[src/rau_pkg.sv]
package rau_pkg;

	localparam int WIDTH_DEF = 32;
	localparam int FIELD_W   = 32;

	// operation codes
	localparam logic [2:0] OP_CREATE = 3'd0;
	localparam logic [2:0] OP_ADD    = 3'd1;
	localparam logic [2:0] OP_MUL    = 3'd2;
	localparam logic [2:0] OP_INV    = 3'd3;
	localparam logic [2:0] OP_RED    = 3'd4;

	// status codes
	localparam logic [1:0] ST_OK        = 2'd0;
	localparam logic [1:0] ST_ZERO_DEN  = 2'd1;
	localparam logic [1:0] ST_NO_INVERT = 2'd2;

endpackage

[src/rational_arithmetic_unit.sv]
// Rational-number unit: one request gives one result. Create, invert and
// unused codes finish straight from dispatch; add and multiply run their
// products one at a time through a single WIDTH x WIDTH multiplier. Reduce
// with a nonzero numerator runs the Euclidean GCD on one shared restoring
// divider that resolves one quotient bit per cycle, then divides both
// magnitudes by the GCD on the same divider; a zero numerator gives 0/1.
// The unit takes no new request until its result beat is taken.
module rational_arithmetic_unit #(
	parameter int WIDTH = rau_pkg::WIDTH_DEF
) (
	input  logic                        clk,
	input  logic                        arst_n,
	input  logic                        in_valid,
	output logic                        in_stall,
	input  logic [2:0]                  req_type,
	input  logic signed [rau_pkg::FIELD_W-1:0] a_num,
	input  logic signed [rau_pkg::FIELD_W-1:0] a_den,
	input  logic signed [rau_pkg::FIELD_W-1:0] b_num,
	input  logic signed [rau_pkg::FIELD_W-1:0] b_den,
	output logic                        out_valid,
	input  logic                        out_stall,
	output logic signed [rau_pkg::FIELD_W-1:0] res_num,
	output logic signed [rau_pkg::FIELD_W-1:0] res_den,
	output logic [1:0]                  status
);

	localparam int FW = rau_pkg::FIELD_W;
	localparam int CW = $clog2(WIDTH + 1);

	localparam logic [3:0] S_IDLE  = 4'd0;
	localparam logic [3:0] S_DISP  = 4'd1;
	localparam logic [3:0] S_MUL0  = 4'd2;
	localparam logic [3:0] S_MUL1  = 4'd3;
	localparam logic [3:0] S_MUL2  = 4'd4;
	localparam logic [3:0] S_GCD   = 4'd5;
	localparam logic [3:0] S_DIVN  = 4'd6;
	localparam logic [3:0] S_DIVD  = 4'd7;
	localparam logic [3:0] S_DONE  = 4'd8;

	logic [3:0] state_q;
	logic [2:0] op_q;
	logic [WIDTH-1:0] an_q, ad_q, bn_q, bd_q;
	logic [WIDTH-1:0] rn_q, rd_q, acc_q;
	logic [1:0] st_q;
	logic [WIDTH-1:0] gx_q, gy_q;
	logic [WIDTH-1:0] div_n_q, div_d_q, quo_q, rem_q;
	logic [CW-1:0] cnt_q;
	logic div_busy_q;

	// widen inputs: sign-extend / truncate to WIDTH
	function automatic logic [WIDTH-1:0] widen(input logic [FW-1:0] v);
		logic [WIDTH+FW-1:0] x;
		x = {{WIDTH{v[FW-1]}}, v};
		return x[WIDTH-1:0];
	endfunction

	function automatic logic [FW-1:0] narrow(input logic [WIDTH-1:0] v);
		logic [WIDTH+FW-1:0] x;
		x = {{FW{v[WIDTH-1]}}, v};
		return x[FW-1:0];
	endfunction

	function automatic logic [WIDTH-1:0] wabs(input logic [WIDTH-1:0] v);
		return v[WIDTH-1] ? (~v + 1'b1) : v;
	endfunction

	// shared multiplier, operands chosen by state
	logic [WIDTH-1:0] mul_a, mul_b, mul_p;
	logic [2*WIDTH-1:0] mul_full;
	always_comb begin
		unique case (state_q)
			S_MUL0:  begin mul_a = ad_q; mul_b = bd_q; end
			S_MUL1:  begin mul_a = an_q; mul_b = (op_q == rau_pkg::OP_MUL) ? bn_q : bd_q; end
			default: begin mul_a = bn_q; mul_b = ad_q; end
		endcase
		mul_full = mul_a * mul_b;
		mul_p = mul_full[WIDTH-1:0];
	end

	// shared restoring divider step: one quotient bit per cycle
	logic [WIDTH:0] trial;
	logic [WIDTH-1:0] rem_next;
	logic [WIDTH-1:0] quo_next;
	always_comb begin
		trial = {rem_q, div_n_q[WIDTH-1]} - {1'b0, div_d_q};
		rem_next = trial[WIDTH] ? {rem_q[WIDTH-2:0], div_n_q[WIDTH-1]} : trial[WIDTH-1:0];
		quo_next = {quo_q[WIDTH-2:0], ~trial[WIDTH]};
	end
	logic div_last;
	assign div_last = div_busy_q && (cnt_q == CW'(1));

	// divider load: next remainder step, or one of the two final divisions
	logic div_start;
	logic [WIDTH-1:0] div_n_init, div_d_init;
	always_comb begin
		div_start = 1'b0;
		div_n_init = gx_q;
		div_d_init = gy_q;
		if (state_q == S_GCD && !div_busy_q) begin
			div_start = 1'b1;
			if (gy_q == '0) begin
				div_n_init = wabs(an_q);
				div_d_init = gx_q;
			end
		end else if (state_q == S_DIVN && div_last) begin
			div_start = 1'b1;
			div_n_init = wabs(ad_q);
			div_d_init = gx_q;
		end
	end

	assign in_stall = (state_q != S_IDLE);
	assign out_valid = (state_q == S_DONE);
	assign res_num = narrow(rn_q);
	assign res_den = narrow(rd_q);
	assign status = st_q;

	always_ff @(posedge clk or negedge arst_n) begin
		if (!arst_n) begin
			state_q <= S_IDLE;
			div_busy_q <= 1'b0;
			cnt_q <= '0;
		end else begin
			// divider load or iteration
			if (div_start) begin
				div_n_q <= div_n_init;
				div_d_q <= div_d_init;
				rem_q <= '0;
				cnt_q <= CW'(WIDTH);
				div_busy_q <= 1'b1;
			end else if (div_busy_q) begin
				rem_q   <= rem_next;
				div_n_q <= {div_n_q[WIDTH-2:0], 1'b0};
				quo_q   <= quo_next;
				cnt_q   <= cnt_q - 1'b1;
				if (div_last) div_busy_q <= 1'b0;
			end
			unique case (state_q)
				S_IDLE: begin
					if (in_valid) begin
						op_q <= req_type;
						an_q <= widen(a_num);
						ad_q <= widen(a_den);
						bn_q <= widen(b_num);
						bd_q <= widen(b_den);
						state_q <= S_DISP;
					end
				end
				S_DISP: begin
					unique case (op_q)
						rau_pkg::OP_CREATE: begin
							rn_q <= an_q;
							rd_q <= ad_q;
							st_q <= (ad_q == '0) ? rau_pkg::ST_ZERO_DEN : rau_pkg::ST_OK;
							state_q <= S_DONE;
						end
						rau_pkg::OP_ADD, rau_pkg::OP_MUL: begin
							st_q <= rau_pkg::ST_OK;
							state_q <= S_MUL0;
						end
						rau_pkg::OP_INV: begin
							// zero numerator echoes operand a
							rn_q <= (an_q == '0) ? an_q : ad_q;
							rd_q <= (an_q == '0) ? ad_q : an_q;
							st_q <= (an_q == '0) ? rau_pkg::ST_NO_INVERT : rau_pkg::ST_OK;
							state_q <= S_DONE;
						end
						rau_pkg::OP_RED: begin
							st_q <= rau_pkg::ST_OK;
							if (an_q == '0) begin
								rn_q <= '0;
								rd_q <= WIDTH'(1);
								state_q <= S_DONE;
							end else begin
								gx_q <= wabs(an_q);
								gy_q <= wabs(ad_q);
								state_q <= S_GCD;
							end
						end
						default: begin
							rn_q <= an_q;
							rd_q <= ad_q;
							st_q <= rau_pkg::ST_OK;
							state_q <= S_DONE;
						end
					endcase
				end
				// products through the one multiplier
				S_MUL0: begin
					rd_q <= mul_p;
					state_q <= S_MUL1;
				end
				S_MUL1: begin
					if (op_q == rau_pkg::OP_MUL) begin
						rn_q <= mul_p;
						state_q <= S_DONE;
					end else begin
						acc_q <= mul_p;
						state_q <= S_MUL2;
					end
				end
				S_MUL2: begin
					rn_q <= acc_q + mul_p;
					state_q <= S_DONE;
				end
				// Euclid: x,y <- y, x mod y
				S_GCD: begin
					if (!div_busy_q) begin
						if (gy_q == '0) state_q <= S_DIVN;
					end else if (div_last) begin
						gx_q <= gy_q;
						gy_q <= rem_next;
					end
				end
				S_DIVN: begin
					if (div_last) begin
						rn_q <= an_q[WIDTH-1] ? ~quo_next + 1'b1 : quo_next;
						state_q <= S_DIVD;
					end
				end
				S_DIVD: begin
					if (div_last) begin
						rd_q <= ad_q[WIDTH-1] ? ~quo_next + 1'b1 : quo_next;
						state_q <= S_DONE;
					end
				end
				S_DONE: begin
					if (!out_stall) state_q <= S_IDLE;
				end
				default: state_q <= S_IDLE;
			endcase
		end
	end

	// the divider only runs while reducing
	assert property (@(posedge clk) disable iff (!arst_n)
		div_busy_q |-> (state_q == S_GCD || state_q == S_DIVN || state_q == S_DIVD))
		else $error("divider busy outside reduce");
	// never divide by zero
	assert property (@(posedge clk) disable iff (!arst_n)
		div_busy_q |-> div_d_q != '0)
		else $error("divider started with zero divisor");
	// error status only from create or invert
	assert property (@(posedge clk) disable iff (!arst_n)
		(out_valid && status != rau_pkg::ST_OK) |->
		(op_q == rau_pkg::OP_CREATE || op_q == rau_pkg::OP_INV))
		else $error("error status from wrong op");
	// a finished result holds until taken
	assert property (@(posedge clk) disable iff (!arst_n)
		(out_valid && out_stall) |=> (out_valid && $stable(rn_q) && $stable(rd_q)))
		else $error("result dropped while stalled");

endmodule

[config.mk]
export PLATFORM = sky130hd
export DESIGN_NAME = rational_arithmetic_unit
export DESIGN_NICKNAME = d
export VERILOG_FILES = /design/src/rau_pkg.sv /design/src/rational_arithmetic_unit.sv
export SDC_FILE = /design/constraint.sdc
export NUM_CORES = 2
export LEC_CHECK = 0
export BUFFER_PORTS_ARGS = -buffer_cell sky130_fd_sc_hd__clkbuf_2
export CORE_MARGIN = 3
export CORE_UTILIZATION = 55
export DETAILED_ROUTE_END_ITERATION = 8
export GPL_ROUTABILITY_DRIVEN = 0
export PLACE_DENSITY = 0.86
export SYNTH_ARGS = -nofsm -noshare
export SYNTH_HDL_FRONTEND = slang
export SYNTH_SLANG_ARGS = --single-unit
export TNS_END_PERCENT = 30
[constraint.sdc]
create_clock -name clk -period 10.9 [get_ports clk]
set_input_delay 3.27 -clock clk [delete_from_list [all_inputs] [get_ports clk]]
set_output_delay 3.27 -clock clk [all_outputs]
set_load 0.02 [all_outputs]
==> results.toml <==
[finish]
nets = 5096
nFillCells = 5554
mostFrequentLayoutCells = "nand2_1, inv_1, nor2_1"
layout-drive-gt1-share = 0.118
layout_commonest_cell = "nand2_1"
area_growth_pct = 9.35
ff_latch_area_mm2 = 0.0129
multi_input_area_mm2 = 0.0250

[timing]
maxSlewHeadroom = 0.177
period_needed_ps = 10590
clock_skew_ps = 34.5
rsz0062_at_grt = "false"
period_share = 0.972
hold_violations = 0
setup_tns_ps = 0
worst_slew_pin_slew_ps = 1230
max_freq_ghz = 0.0944
drv_slew = 0
final-setup-viol-count = 0

[critical_path]
cp-end-kind = "flop"
cp_common_cell = "fa_1"
worstSetupPathType = "reg2reg"
start_kind = "flop"
arrival_ps = 10880
crit_required_ps = 11190
cp_max_fo = 31
reg2regPathDepth = 34
cp_slowest_cell = "a2bb2oi_1"
critPathMaxStageDelay_ps = 640

[floorplan]
die_y_um = 278
ios = 203
start_util = 0.556
die_x_um = 278
fp-row-count = 99
die_area_mm2 = 0.0773
core_mm2 = 0.0732

[route]
dr.pass1.iters = 9
wl_mm = 142
drc = 177
wl_per_cell_um = 26.5
drtIter0Drc = 6154
num_vias = 35400
via_per_inst = 6.61
ant_nets = 0

[hold_path]
holdPathStages = 1
holdCritPathClass = "reg2reg"

[cts]
cts_max_level = 2
cts_root_buffer = "clkbuf_16"
cts_tree = "yes"
clkSinkCount = 431
clk_pin_slew_ps = 70
cts_made_buffers = 47
clockBufferDepth = 3
cts_hold_buffers = 0
insertion_delay_ps = 630

[global_routing]
grt_pass1_vias = 34900
grt_overflow_total = 0
grt_use_total = 0.365
antenna_found_initial = 9
grt_max_degree = 82
grt_pass1_wl_mm = 212

[synthesis]
ys.flop_type = "edfxtp_1"
synthCells = 4218
syn-num-nets = 4954
synth_async_sr_flop_share = 0.0255
synth-edff-count = 420
ys_seq_area_frac = 0.316
synth-seq-cells = 431
synth.avg_cell_area_um2 = 9.65
yosys.cell_types.count = 86
yosys_warnings = 0
netlist_area_mm2 = 0.0407

[placed_design]
hpwl_mm = 106
numPortBuffers = 202

[status]
violations = "DRC"
status = "complete, but fails checks"

[job]
drv_cap = 0
[cell usage after synthesis, types with 19 or more instances]
master	count	area (um2)
nor3_1	41	205
o31ai_1	34	255
or3_1	24	150
a21oi_1	247	1240
nand2b_1	22	138
nand2_1	485	1820
edfxtp_1	420	12600
o221ai_1	31	272
and3_1	23	144
nor2b_1	21	131
mux2i_1	94	941
ha_1	191	2390
or2_2	19	119
mux2_2	40	450
nor2_1	461	1730
a21o_1	90	676
clkbuf_1	184	691
o21ai_0	201	1010
xnor2_1	106	928
and2_1	25	156
o21a_1	22	165
fa_1	410	8210
inv_1	480	1800
xor2_1	124	1090
nand3_1	78	390
[routing by layer]
metal	global-route usage	up-vias	wire, um
li1	-	14600	-
met1	0.420	16600	44500
met2	0.515	3291	57000
met3	0.178	997	24100
met4	0.291	18	15900
met5	0.0159	-	354
[logic make-up after synthesis]
family,after synthesis,synth area share
AND/OR/NAND/NOR,1259,0.133
AO/OA/AOI/OAI,831,0.130
buffers and inverters,722,0.0714
adder cells (fa/ha/maj),601,0.260
flip-flops,431,0.316
XOR/XNOR,237,0.0532
multiplexers,137,0.0352
[critical path, delay by kind of cell, from the launching register on]
| family | cells | cell delay, ps |
|---|---|---|
| adders and majority gates | 10 | 4190 |
| AOI/OAI and AO/OA | 13 | 3330 |
| xor gates and xnor gates | 2 | 770 |
| buffers and inverters | 5 | 670 |
| muxes | 1 | 430 |
| DFF | 1 | 420 |
| and+or+nand+nor | 3 | 410 |
[through the flow]
step	hold WS (ps)	area, um2	setup WS, ps	std cells	util
5_1_grt	535	44500	3.07	5356	0.608
2_1_floorplan	424	40700	679	4218	-
4_1_cts	517	44500	259	5353	0.607
6_report	512	44500	309	5359	0.608
3_3_place_gp	475	42900	501	5268	0.586
3_5_place_dp	494	42900	285	5268	0.586
[registers in the layout (all words and copies together), names as in the netlist]
| signal | cells |
|---|---|
| acc_q | 32 |
| ad_q | 32 |
| an_q | 32 |
| bd_q | 32 |
| bn_q | 32 |
| cnt_q | 6 |
| div_busy_q | 1 |
| div_d_q | 32 |
| div_n_q | 32 |
| gx_q | 32 |
| gy_q | 32 |
| op_q | 3 |
| quo_q | 31 |
| rem_q | 32 |
| res_den | 32 |
| res_num | 32 |
| state_q | 4 |
| status | 2 |
[cell type report]
type                       count  area share
sequential                   431       0.289
inverter                     480      0.0405
antenna                        4    0.000225
clock inverter                32     0.00756
tap                          959      0.0269
timing repair buffer         335      0.0461
multi-input combinational   3065       0.562
clock buffer                  53      0.0274
[repair_timing]
item | in CTS | in global routing
setup buffers | 0 | 2
setup endpoints to repair | 0 | 7
gates resized for setup | 0 | 10
[path summary, 6_finish.rpt]
kind / startpoint / to / slack (ps)
max: state_q[0]$_DFFE_PN0P_ / res_num[22]$_DFFE_PP_ / 310
min: cnt_q[4]$_DFFE_PN0N_ / cnt_q[4]$_DFFE_PN0N_ / 510
max reg2reg: state_q[0]$_DFFE_PN0P_ / res_num[22]$_DFFE_PP_ / 310
min reg2reg: cnt_q[4]$_DFFE_PN0N_ / cnt_q[4]$_DFFE_PN0N_ / 510
max in group asynchronous: arst_n / state_q[0]$_DFFE_PN0P_ / 7530
min in group asynchronous: arst_n / cnt_q[0]$_DFFE_PN0N_ / 2840
Power is not shown: default switching activity piles up to over one toggle a cycle in this logic, so the estimate is an artifact.
